## src/hw/rtl/eadsr_pkg.sv

```systemverilog
// ----------------------------------------------------------------------------
// eadsr_pkg: shared types and constants of the exponential ADSR envelope
// Field widths, gain and step formats, codes and control structs.
// ----------------------------------------------------------------------------
package eadsr_pkg;

  localparam int SAMPLE_BITS    = 24;
  localparam int GAIN_FRAC_BITS = 40;
  localparam int GAIN_BITS      = GAIN_FRAC_BITS + 2;
  localparam int MUL_BITS       = 32;
  localparam int PROD_BITS      = 2 * MUL_BITS;
  localparam int GAIN_HI_BITS   = GAIN_BITS - MUL_BITS;
  localparam int STEP_BITS      = 32;
  localparam int STEP_FRAC_BITS = 30;
  localparam int LEVEL_BITS     = 41;
  localparam int CFG_IDX_BITS   = 3;
  localparam int PHASE_BITS     = 3;

  localparam logic [STEP_BITS-1:0]  ATTACK_RESET  = 32'd1074205489;
  localparam logic [STEP_BITS-1:0]  DECAY_RESET   = 32'd1073690316;
  localparam logic [STEP_BITS-1:0]  RELEASE_RESET = 32'd1073278358;
  localparam logic [LEVEL_BITS-1:0] SUSTAIN_RESET = 41'd109951162778;
  localparam logic [LEVEL_BITS-1:0] FLOOR_RESET   = 41'd1100;

  localparam logic [GAIN_BITS-1:0] GAIN_MAX   = '1;
  localparam logic [GAIN_BITS-1:0] GAIN_UNITY = GAIN_BITS'(1) << GAIN_FRAC_BITS;
  localparam logic [STEP_BITS-1:0] STEP_UNITY = STEP_BITS'(1) << STEP_FRAC_BITS;

  typedef enum logic [1:0] {
    KIND_SAMPLE   = 2'd0,
    KIND_NOTE_ON  = 2'd1,
    KIND_NOTE_OFF = 2'd2
  } kind_t;

  typedef enum logic [PHASE_BITS-1:0] {
    PH_OFF     = 3'd0,
    PH_ATTACK  = 3'd1,
    PH_DECAY   = 3'd2,
    PH_SUSTAIN = 3'd3,
    PH_RELEASE = 3'd4
  } phase_t;

  typedef enum logic [CFG_IDX_BITS-1:0] {
    CFG_ATTACK  = 3'd0,
    CFG_DECAY   = 3'd1,
    CFG_RELEASE = 3'd2,
    CFG_SUSTAIN = 3'd3,
    CFG_FLOOR   = 3'd4
  } cfg_idx_t;

  typedef enum logic [1:0] {
    MUL_G0S,
    MUL_G1S,
    MUL_MG0,
    MUL_MG1
  } mul_sel_t;

  typedef enum logic [2:0] {
    ST_IDLE,
    ST_MUL_LO,
    ST_MUL_HI,
    ST_GAIN,
    ST_SCL_LO,
    ST_SCL_HI,
    ST_DONE
  } state_t;

  typedef struct packed {
    logic [1:0]                    kind;
    logic signed [SAMPLE_BITS-1:0] sample_in;
  } in_item_t;

  typedef struct packed {
    logic signed [SAMPLE_BITS-1:0] sample_out;
    logic [PHASE_BITS-1:0]         phase_now;
  } out_item_t;

  typedef struct packed {
    logic [STEP_BITS-1:0]  attack_step;
    logic [STEP_BITS-1:0]  decay_step;
    logic [STEP_BITS-1:0]  release_step;
    logic [LEVEL_BITS-1:0] sustain_level;
    logic [LEVEL_BITS-1:0] floor_level;
  } cfg_regs_t;

  typedef struct packed {
    logic     load_sample;
    logic     note_on;
    logic     note_off;
    logic     mul_en;
    mul_sel_t mul_sel;
    logic     save_lo;
    logic     gain_upd;
    logic     finish;
  } cmd_t;

endpackage

```

## src/hw/rtl/exponential_adsr_envelope_unit.sv

```systemverilog
// ----------------------------------------------------------------------------
// exponential_adsr_envelope_unit: dB-linear ADSR envelope applied to samples
// Sample item: stepped through MUL_LO, MUL_HI, GAIN, SCL_LO, SCL_HI and DONE
// on the single 32x32 multiplier doing four partial products; the next item
// is taken back in idle. Note-on and note-off items give no result.
// Synchronous reset: phase off, gain and step zero, registers to defaults.
// ----------------------------------------------------------------------------
module exponential_adsr_envelope_unit import eadsr_pkg::*; (
  input  logic                    clk,
  input  logic                    rst,
  input  logic                    in_valid,
  output logic                    in_ready,
  input  in_item_t                in_data,
  output logic                    out_valid,
  input  logic                    out_ready,
  output out_item_t               out_data,
  input  logic                    cfg_valid,
  output logic                    cfg_ready,
  input  logic [CFG_IDX_BITS-1:0] cfg_index,
  input  logic [LEVEL_BITS-1:0]   cfg_data
);

  cfg_regs_t regs;
  cmd_t      cmd;

  assign cfg_ready = 1'b1;

  eadsr_cfg u_cfg (
    .clk       (clk),
    .rst       (rst),
    .cfg_valid (cfg_valid),
    .cfg_index (cfg_index),
    .cfg_data  (cfg_data),
    .regs      (regs)
  );

  eadsr_ctrl u_ctrl (
    .clk       (clk),
    .rst       (rst),
    .in_valid  (in_valid),
    .in_kind   (in_data.kind),
    .in_ready  (in_ready),
    .out_valid (out_valid),
    .out_ready (out_ready),
    .cmd       (cmd)
  );

  eadsr_dp u_dp (
    .clk      (clk),
    .rst      (rst),
    .cmd      (cmd),
    .in_data  (in_data),
    .regs     (regs),
    .out_data (out_data)
  );

endmodule

```

## src/hw/rtl/eadsr_cfg.sv

```systemverilog
// ----------------------------------------------------------------------------
// eadsr_cfg: configuration register file
// Step factors and levels, written through the configuration channel.
// ----------------------------------------------------------------------------
module eadsr_cfg import eadsr_pkg::*; (
  input  logic                    clk,
  input  logic                    rst,
  input  logic                    cfg_valid,
  input  logic [CFG_IDX_BITS-1:0] cfg_index,
  input  logic [LEVEL_BITS-1:0]   cfg_data,
  output cfg_regs_t               regs
);

  always_ff @(posedge clk) begin
    if (rst) begin
      regs.attack_step   <= ATTACK_RESET;
      regs.decay_step    <= DECAY_RESET;
      regs.release_step  <= RELEASE_RESET;
      regs.sustain_level <= SUSTAIN_RESET;
      regs.floor_level   <= FLOOR_RESET;
    end else if (cfg_valid) begin
      unique case (cfg_index)
        CFG_ATTACK:  regs.attack_step   <= cfg_data[STEP_BITS-1:0];
        CFG_DECAY:   regs.decay_step    <= cfg_data[STEP_BITS-1:0];
        CFG_RELEASE: regs.release_step  <= cfg_data[STEP_BITS-1:0];
        CFG_SUSTAIN: regs.sustain_level <= cfg_data;
        CFG_FLOOR:   regs.floor_level   <= cfg_data;
        default: ;
      endcase
    end
  end

endmodule

```

## src/hw/rtl/eadsr_ctrl.sv

```systemverilog
// ----------------------------------------------------------------------------
// eadsr_ctrl: envelope sequencer
// Steps one sample item through the shared multiplier and owns out_valid.
// ----------------------------------------------------------------------------
module eadsr_ctrl import eadsr_pkg::*; (
  input  logic       clk,
  input  logic       rst,
  input  logic       in_valid,
  input  logic [1:0] in_kind,
  output logic       in_ready,
  output logic       out_valid,
  input  logic       out_ready,
  output cmd_t       cmd
);

  state_t state, state_next;
  logic   out_valid_next;

  always_ff @(posedge clk) begin
    if (rst) begin
      state     <= ST_IDLE;
      out_valid <= 1'b0;
    end else begin
      state     <= state_next;
      out_valid <= out_valid_next;
    end
  end

  always_comb begin
    state_next = state;
    in_ready   = 1'b0;
    cmd        = '0;
    cmd.mul_sel = MUL_G0S;
    unique case (state)
      ST_IDLE: begin
        in_ready = 1'b1;
        if (in_valid) begin
          unique case (in_kind)
            KIND_SAMPLE: begin
              cmd.load_sample = 1'b1;
              state_next      = ST_MUL_LO;
            end
            KIND_NOTE_ON:  cmd.note_on  = 1'b1;
            KIND_NOTE_OFF: cmd.note_off = 1'b1;
            default: ;
          endcase
        end
      end
      ST_MUL_LO: begin
        cmd.mul_en  = 1'b1;
        cmd.mul_sel = MUL_G0S;
        state_next  = ST_MUL_HI;
      end
      ST_MUL_HI: begin
        cmd.mul_en  = 1'b1;
        cmd.mul_sel = MUL_G1S;
        cmd.save_lo = 1'b1;
        state_next  = ST_GAIN;
      end
      ST_GAIN: begin
        cmd.gain_upd = 1'b1;
        state_next   = ST_SCL_LO;
      end
      ST_SCL_LO: begin
        cmd.mul_en  = 1'b1;
        cmd.mul_sel = MUL_MG0;
        state_next  = ST_SCL_HI;
      end
      ST_SCL_HI: begin
        cmd.mul_en  = 1'b1;
        cmd.mul_sel = MUL_MG1;
        cmd.save_lo = 1'b1;
        state_next  = ST_DONE;
      end
      ST_DONE: begin
        if (!out_valid || out_ready) begin
          cmd.finish = 1'b1;
          state_next = ST_IDLE;
        end
      end
      default: state_next = ST_IDLE;
    endcase
  end

  assign out_valid_next = cmd.finish | (out_valid & ~out_ready);

endmodule

```

## src/hw/rtl/eadsr_dp.sv

```systemverilog
// ----------------------------------------------------------------------------
// eadsr_dp: envelope datapath
// Gain, phase and step state, one shared 32x32 multiplier, output register.
// ----------------------------------------------------------------------------
module eadsr_dp import eadsr_pkg::*; (
  input  logic      clk,
  input  logic      rst,
  input  cmd_t      cmd,
  input  in_item_t  in_data,
  input  cfg_regs_t regs,
  output out_item_t out_data
);

  localparam int MID_BITS = GAIN_HI_BITS + STEP_BITS;
  localparam int R_BITS   = MID_BITS + 3;
  localparam int HI_BITS  = SAMPLE_BITS + GAIN_HI_BITS;
  localparam int SS_BITS  = HI_BITS + 1;
  localparam int Q_SHIFT  = GAIN_FRAC_BITS - MUL_BITS;
  localparam int Q_BITS   = SS_BITS - Q_SHIFT;
  localparam logic [Q_BITS-1:0] LIM_POS = Q_BITS'((64'(1) << (SAMPLE_BITS - 1)) - 64'(1));
  localparam logic [Q_BITS-1:0] LIM_NEG = Q_BITS'(64'(1) << (SAMPLE_BITS - 1));

  phase_t                 phase;
  logic [GAIN_BITS-1:0]   gain;
  logic [STEP_BITS-1:0]   step;
  logic                   neg;
  logic [SAMPLE_BITS-1:0] mag;
  logic [PROD_BITS-1:0]   prod;
  logic [PROD_BITS-1:0]   lo_reg;

  logic [MUL_BITS-1:0]    mul_a, mul_b;
  logic [R_BITS-1:0]      gsum;
  logic [GAIN_BITS-1:0]   gain_new;
  logic [SS_BITS-1:0]     ssum;
  logic [Q_BITS-1:0]      q, lim;
  logic [SAMPLE_BITS-1:0] y;
  logic [SAMPLE_BITS-1:0] raw;
  phase_t                 ph_fin;
  logic [GAIN_BITS-1:0]   gain_fin;
  logic [STEP_BITS-1:0]   step_fin;

  always_comb begin
    unique case (cmd.mul_sel)
      MUL_G0S: begin
        mul_a = gain[MUL_BITS-1:0];
        mul_b = step;
      end
      MUL_G1S: begin
        mul_a = MUL_BITS'(gain[GAIN_BITS-1:MUL_BITS]);
        mul_b = step;
      end
      MUL_MG0: begin
        mul_a = MUL_BITS'(mag);
        mul_b = gain[MUL_BITS-1:0];
      end
      MUL_MG1: begin
        mul_a = MUL_BITS'(mag);
        mul_b = MUL_BITS'(gain[GAIN_BITS-1:MUL_BITS]);
      end
      default: begin
        mul_a = '0;
        mul_b = '0;
      end
    endcase
  end

  // gain * step >> 30 from the high and low partial products, saturated
  always_comb begin
    gsum = R_BITS'({prod[MID_BITS-1:0], 2'b00})
         + R_BITS'(lo_reg[PROD_BITS-1:STEP_FRAC_BITS]);
    gain_new = (gsum[R_BITS-1:GAIN_BITS] != '0) ? GAIN_MAX : gsum[GAIN_BITS-1:0];
  end

  // magnitude * gain >> GAIN_FRAC_BITS, saturated to the signed range
  always_comb begin
    ssum = SS_BITS'(prod[HI_BITS-1:0]) + SS_BITS'(lo_reg[PROD_BITS-1:MUL_BITS]);
    q    = ssum[SS_BITS-1:Q_SHIFT];
    lim  = neg ? LIM_NEG : LIM_POS;
    if (q > lim) q = lim;
    y = neg ? (SAMPLE_BITS'(0) - q[SAMPLE_BITS-1:0]) : q[SAMPLE_BITS-1:0];
  end

  always_comb begin
    ph_fin   = phase;
    gain_fin = gain;
    step_fin = step;
    if (ph_fin == PH_RELEASE && gain_fin < GAIN_BITS'(regs.floor_level)) begin
      ph_fin   = PH_OFF;
      gain_fin = '0;
    end
    if (ph_fin == PH_ATTACK && gain_fin >= GAIN_UNITY) begin
      ph_fin   = PH_DECAY;
      step_fin = regs.decay_step;
    end
    if (ph_fin == PH_DECAY && gain_fin < GAIN_BITS'(regs.sustain_level)) begin
      ph_fin   = PH_SUSTAIN;
      step_fin = STEP_UNITY;
    end
  end

  always_ff @(posedge clk) begin
    if (rst) begin
      phase <= PH_OFF;
      gain  <= '0;
      step  <= '0;
    end else begin
      priority if (cmd.note_on) begin
        phase <= PH_ATTACK;
        gain  <= GAIN_BITS'(regs.floor_level);
        step  <= regs.attack_step;
      end else if (cmd.note_off) begin
        phase <= PH_RELEASE;
        step  <= regs.release_step;
      end else if (cmd.gain_upd) begin
        gain <= gain_new;
      end else if (cmd.finish) begin
        phase <= ph_fin;
        gain  <= gain_fin;
        step  <= step_fin;
      end
    end
  end

  assign raw = in_data.sample_in;

  always_ff @(posedge clk) begin
    if (cmd.load_sample) begin
      neg <= raw[SAMPLE_BITS-1];
      mag <= raw[SAMPLE_BITS-1] ? (~raw + SAMPLE_BITS'(1)) : raw;
    end
    if (cmd.mul_en) prod <= mul_a * mul_b;
    if (cmd.save_lo) lo_reg <= prod;
    if (cmd.finish) begin
      out_data.sample_out <= y;
      out_data.phase_now  <= ph_fin;
    end
  end

endmodule

```

## config.mk

```make
export PLATFORM = sky130hd
export DESIGN_NAME = exponential_adsr_envelope_unit
export DESIGN_NICKNAME = d
export VERILOG_FILES = /design/src/hw/rtl/eadsr_pkg.sv /design/src/hw/rtl/exponential_adsr_envelope_unit.sv /design/src/hw/rtl/eadsr_cfg.sv /design/src/hw/rtl/eadsr_ctrl.sv /design/src/hw/rtl/eadsr_dp.sv
export SDC_FILE = /design/constraint.sdc
export NUM_CORES = 2
export LEC_CHECK = 0
export ABC_AREA = 0
export ABC_CLOCK_PERIOD_IN_PS = 8150
export BUFFER_PORTS_ARGS = -buffer_cell sky130_fd_sc_hd__buf_4
export CORE_UTILIZATION = 60
export DETAILED_ROUTE_END_ITERATION = 8
export PLACE_DENSITY = 0.8
export SETUP_SLACK_MARGIN = 0.5
export SLEW_MARGIN = 5
export SYNTH_ARGS = -nofsm -noshare
export SYNTH_HDL_FRONTEND = slang
export SYNTH_SLANG_ARGS = --single-unit
```

## constraint.sdc

```tcl
create_clock -name clk -period 8.15 [get_ports clk]
set_input_delay 0 -clock clk [delete_from_list [all_inputs] [get_ports clk]]
set_output_delay 0 -clock clk [all_outputs]
set_load 0.005 [all_outputs]
```

* Word-level counts from Yosys, hierarchy flattened *
Cells that the tools add are included.

word-level totals
  flip-flop bits (word level) = 439
  output and inout port bits = 30
  bits of input ports = 75
  logic and storage cells = 131

operators by class
  $mul = 1
  reductions and logical operators = 32
  multiplexer cells = 40
  $add $sub $neg = 4
  magnitude comparators = 4
  eq/ne operators = 24
  bitwise operators = 6

operators by type and width
  operator                                                                               number
  32-bit 2-to-1 mux                                                                      6
  32-bit case mux with 3 select lines                                                    2
  42-bit 2-to-1 mux                                                                      4
  42-bit by 41-bit less-than comparator with 1-bit output                                2
  41-bit 2-to-1 mux                                                                      2
  24-bit 2-to-1 mux                                                                      3
  32-bit by 32-bit multiplier with 64-bit output                                         1
  44-bit by 34-bit adder with 45-bit output                                              1
  42-bit by 41-bit greater-or-equal comparator with 1-bit output, second input constant  1
  34-bit by 32-bit adder with 35-bit output                                              1
  3-bit 2-to-1 mux                                                                       11
  27-bit by 24-bit greater-than comparator with 1-bit output                             1
  24-bit by 1-bit adder with 24-bit output, second input constant                        1
  24-bit inverter                                                                        1
  1-bit by 24-bit subtractor with 24-bit output, first input constant                    1
  23-bit 2-to-1 mux                                                                      1
  3-bit case mux with 7 select lines                                                     1
  2-bit AND reduction                                                                    10
  3-bit by 2-bit == test with 1-bit output, second input constant                        5
  3-bit == test, second input constant                                                   5
  3-bit case mux with 4 select lines                                                     1
  3-bit by 1-bit == test with 1-bit output, second input constant                        3
  1-bit 2-to-1 mux                                                                       9
  3-bit nonzero test                                                                     3
  18 further kinds                                                                       35

* Depth between registers and ports, before layout *
  depth in word-level cells = 13
  gate-level depth with buffers = 35
  mapped depth without buffers = 31

* Hierarchy *
A second synthesis with hierarchy kept.

unflattened totals
  cell total of the unflattened synthesis = 6196
  area, all modules = 55530.8 um2

modules (own cells, without submodules)
  module                          sequential area each (um2)  times used  cells each  area each (um2)
  eadsr_dp                        6045.8                      1           5489        48161.2
  eadsr_cfg                       3563.4                      1           672         7061.8
  eadsr_ctrl                      80.1                        1           33          296.5
  exponential_adsr_envelope_unit  0.0                         1           2           11.3

* Least setup slack after synthesis *
Ideal clock, no wire load.

  path type = reg-to-reg
  from = reg u_ctrl.state[1]
  to = reg u_dp.prod[56], data pin
  required time = 7885 ps
  path buffers = 4
  data arrival time = 8588 ps
  slack = -703 ps
  period minus slack after synthesis = 8853 ps
  library setup time = 265 ps
  stages on the path, launching flop included = 33
  cells stage by stage = dfxtp_1 > clkbuf_1 > nand2b_1 > clkbuf_1 > nor2_1 > nor2_1 > clkbuf_1 > a22oi_1 > clkbuf_1 > nor2_1 > fa_1 > fa_1 > fa_1 > inv_1 > fa_1 > inv_1 > fa_1 > fa_1 > fa_1 > inv_1 > fa_1 > inv_1 > ha_1 > a21oi_1 > o21ai_0 > a21oi_1 > o21ai_0 > a2111oi_0 > a211oi_1 > o21ai_0 > o21ai_0 > a21boi_0 > xnor2_1

on the way
  longest elaborated chain between the ends = 6
  elaborated cells on any way between the ends = 14
  classes of those cells = mul: 1; eq/ne: 7; mux: 3; reduce/logical: 3

RTL lines
  item                                              line              source
  from (decl)                                       eadsr_ctrl.sv:16  state_t state, state_next;
  from (signal assigned)                            eadsr_ctrl.sv:24  state <= state_next;
  3-bit == test (tied with other cells)             eadsr_ctrl.sv:34  unique case (state)
  3-bit case mux with 4 select lines *              eadsr_ctrl.sv:34
  2-bit == test (tied with other cells)             eadsr_dp.sv:43    unique case (cmd.mul_sel)
  2-bit OR reduction (no source line)               -
  32-bit case mux with 3 select lines               eadsr_dp.sv:43
  32-bit by 32-bit multiplier with 64-bit output *  eadsr_dp.sv:131   if (cmd.mul_en) prod <= mul_a * mul_b;
  to (signal assigned)                              eadsr_dp.sv:131
  to (decl)                                         eadsr_dp.sv:28    logic [PROD_BITS-1:0] prod;

Mark *: on every way between the ends. The rest lies on a longest branch, timed or not.
A chain may end at the register's enable or synchronous reset.

* Worst setup path after layout *
  from = reg u_ctrl.state[0]
  to = reg u_dp.prod[60], data pin

The elaborated chain is that of the path after synthesis.

==> results.md <==
* Worst slew margin at 19.63%
* Final Setup Violations at 16
* Gpl congestion at 1.082
* Average cell area after synthesis at 8.711 sq um
* Vias per cell at 6.153
* Sequential fraction of the synthesis area at 17.76%
* Min Tclk post-route at 8.289 ns
* YS warnings at 0
* Element type at the critical path start: flop
* Final setup skew at 0.04022 ns
* Crit-path most repeated cell: fa_1
* TritonCTS clock tree: yes
* Reg-to-reg slack, setup at -0.14 ns
* Layout cell share with drive strength beyond 1 at 15.85%
* Power density of the placed cells at 100.0 mW/mm^2
* Pre-CTS setup slack at -0.1316 ns
* Maximum frequency from static timing analysis at 120.6 MHz
* Final HPWL from detailed placement at 163100 um
* Crit path DAT at 8.62 ns
* Crit path largest cell delay at 0.58 ns
* Static Leak at 30.18 nW
* Filler Cell Count at 6831
* Endpoint, Worst Hold: u_cfg.regs[12]$_SDFFE_PP0P_
* Final design utilization at 72.01%
* Number of max-capacitance violations reported at 0
* Critical path required time at 8.48 ns
* Number of I/O port buffers at 103
* Top-level I/O count at 105
* Post-layout worst setup margin at -0.1393 ns
* Final Hold Vio Count at 0
* Post-synth EDFFs at 150
* Failing checks: setup timing
* Grt total ovfl at 0
* Setup repair after global routing missed its margin: true
* Die Wd at 303.5 um
* Global-route wire length before repair at 302200 um
* FF-to-FF End: u_dp.prod[60]$_DFFE_PP_
* Clk pin slew, worst setup/hold paths at 0.06 ns
* GRT Util Overall at 45.05%
* Max clock buf depth at 3
* Flip-flop count of the largest register, all copies and words added at 178
* Type of destination of the critical path: flop
* Syn-to-layout area delta at 18.83%
* Wire length per cell at 26.33 um
* Number of standard cells after synthesis at 6261
* Iter 0 DRT Violations at 6088
* # clock sinks at 409
* Hold path startpoint: cfg_index[2]
* Number of standard cells in the layout, taps in and fillers out at 7929
* Number of placement rows at 110
* Total via count after detailed routing at 48790
* Finished Cell Area at 0.06481 sq mm
* Min-Delay Path Class: primary input to flop
* Maximum fanout encountered on the critical timing path at 7
* Largest Register: u_cfg.regs
* Type of the worst setup path: flop to flop
* H-tree lvl count at 2
* Worst R2R Path Depth at 31
* Final critical-path share of the clock period at 101.7%
* Synth Flop Type: dfxtp_1
* Worst supply voltage drop on vdd at 0.0001878 V
* Sum of internal, switching and leakage power at 6.482 mW
* Die area at 0.09211 sq mm
* Number of antenna violations at the first check in global routing at 13
* Clock buffers created by TritonCTS at 45
* Run status: finished with violations
* Maximum number of pins on one net before global-route repair at 86
* Post-synthesis register bit count at 409
* Count of unique library cells instantiated by Yosys at 91
* Launch instance of the worst register-to-register path: u_ctrl.state[0]$_SDFFE_PP0P_
* Post-route DRC violation count at 0
* Worst slew pin tran at 1.202 ns
* Vertical die dimension at 303.5 um
* Placed cell count at 7625
* Starting utilization of the core area at 60.59%
* Highest-delay cell along the critical path: fa_1
* Number of global-route vias before repair at 48050
* Count of nets left with antenna violations after detail routing at 0
* Worst Hold Depth at 5
* Largest registers: u_cfg.regs: 178 flops, u_dp.prod: 64 flops, u_dp.gain: 42 flops
* DRT Pass-1 Iters at 8
* Clock network latency to the later pin of the worst-skew pair at 0.62 ns
* Combined area of all synthesized cells at 0.05454 sq mm
* Net count of the mapped netlist at 7634
* Number of max-slew violations in the final report at 0
* Total placed instance area at 0.05983 sq mm
* Asr flop ratio synth at 0%
* Clock root cell: clkbuf_16
* NumNets Final at 8082
* Core box area at 0.09001 sq mm
* Post-Route WL at 208800 um
cells by family (layout without fill, tap and decap cells):
| family | count (synthesis) | count (layout) | share of synthesized area, % |
|---|---|---|---|
| and+or+nand+nor | 2049 | 2049 | 16.11 |
| buffers and inverters | 1341 | 1824 | 9.295 |
| adders and majority gates | 1298 | 1298 | 42.12 |
| AOI/OAI and AO/OA | 988 | 988 | 11.70 |
| DFF | 409 | 409 | 17.76 |
| xor gates and xnor gates | 109 | 109 | 1.764 |
| muxes | 66 | 66 | 1.236 |
| other | 1 | 10 | 0.006875 |
routing by layer:
metal,up-vias,share of wire [%],global-route usage [%]
met5,-,0.074,0.8282
met4,10,7.5,26.92
met3,771,14,14.75
met2,3141,42,66.36
met1,24010,36,57.85
li1,20850,-,-
stage by stage:
step / hold slack [ns] / TNS, ns
finish: 0.06017 / -1.168
global route: 0.06804 / -5.145
CTS: 0.01903 / 0
detailed placement: 0.2473 / -0.9404
global placement: 0.2399 / -0.3182
floorplan: 0.09887 / 0
how the worst max path moves through the flow:
stage / from / end / slack (ns)
2_1_floorplan: u_ctrl.state[1]$_SDFFE_PP0P_ / u_dp.prod[63]$_DFFE_PP_ / 0.32
5_1_grt: u_ctrl.state[1]$_SDFFE_PP0P_ / u_dp.prod[42]$_DFFE_PP_ / -0.33
6_report: u_ctrl.state[0]$_SDFFE_PP0P_ / u_dp.prod[60]$_DFFE_PP_ / -0.14
3_5_place_dp: u_ctrl.state[1]$_SDFFE_PP0P_ / u_dp.prod[63]$_DFFE_PP_ / -0.13
3_3_place_gp: u_ctrl.state[2]$_SDFFE_PP0P_ / u_dp.prod[63]$_DFFE_PP_ / -0.11
4_1_cts: u_ctrl.state[0]$_SDFFE_PP0P_ / u_dp.prod[63]$_DFFE_PP_ / 0.1
synthesized netlist by cell type, drive strengths merged, types with 39 or more instances:
library cell | instances | area, sq um
a21o | 105 | 788.3
a21oi | 323 | 1620
a22oi | 59 | 442.9
and2 | 70 | 437.9
and3 | 61 | 382.9
clkbuf | 323 | 1212
dfxtp | 259 | 5185
edfxtp | 150 | 4504
fa | 897 | 17960
ha | 401 | 5017
inv | 994 | 3731
mux2i | 55 | 550.5
nand2 | 1002 | 3761
nand2b | 82 | 513.0
nand3 | 85 | 425.4
nand4 | 39 | 244.0
nor2 | 588 | 2210
o21a | 57 | 427.9
o21ai | 162 | 822.0
o22ai | 51 | 319.1
xnor2 | 72 | 638.1
cells in the final DEF, fill, tap and decap left out, types with 64 or more instances in the layout:
master and n:
fa_1 854, inv_1 969, a21oi_1 291, a21o_1 104, buf_4 518, nand3_1 83, and2_1 64, ha_1 378
xnor2_1 65, edfxtp_1 150, dfxtp_1 256, nand2b_1 78, nor2_1 540, nand2_1 998, dlygate4sd3_1 93, o21ai_0 105
worst max-delay path, delay by kind of cell (launching register included):
kind            cells  cell delay, ns
compound gates      8            1.60
xor+xnor            1            0.14
fa+ha+maj           9            4.54
buf+inv             7            0.71
flops               1            0.33
simple gates        6            0.64
layout make-up:
class	instances	area (sq um)	share of cell area [%]
Clock buffer	66	1246	1.923
Tap cell	1176	1471	2.270
Inverter	994	3731	5.757
Timing Repair Buffer	748	7093	10.94
Sequential cell	409	9696	14.96
Multi-Input combinational cell	4511	41360	63.82
Clock inverter	16	191.4	0.2954
Antenna cell	9	22.52	0.03475
what timing repair did:
item / CTS / global route
hold buffers: 93 / 0
gates cloned: 2 / 9
pin swaps: 28 / 100
buffers inserted: 42 / 67
setup endpoints to repair: 41 / 56
hold endpoints to repair: 229 / 0
gates resized for setup: 128 / 243
report_power, final:
group	switching, mW	leakage (nW)	internal (mW)
combinational	1.37	26.0	0.765
sequential	0.0827	3.49	2.23
clock	0.896	0.699	1.14
total	2.35	30.2	4.13
No activity file was read; power rests on OpenSTA's default activity.
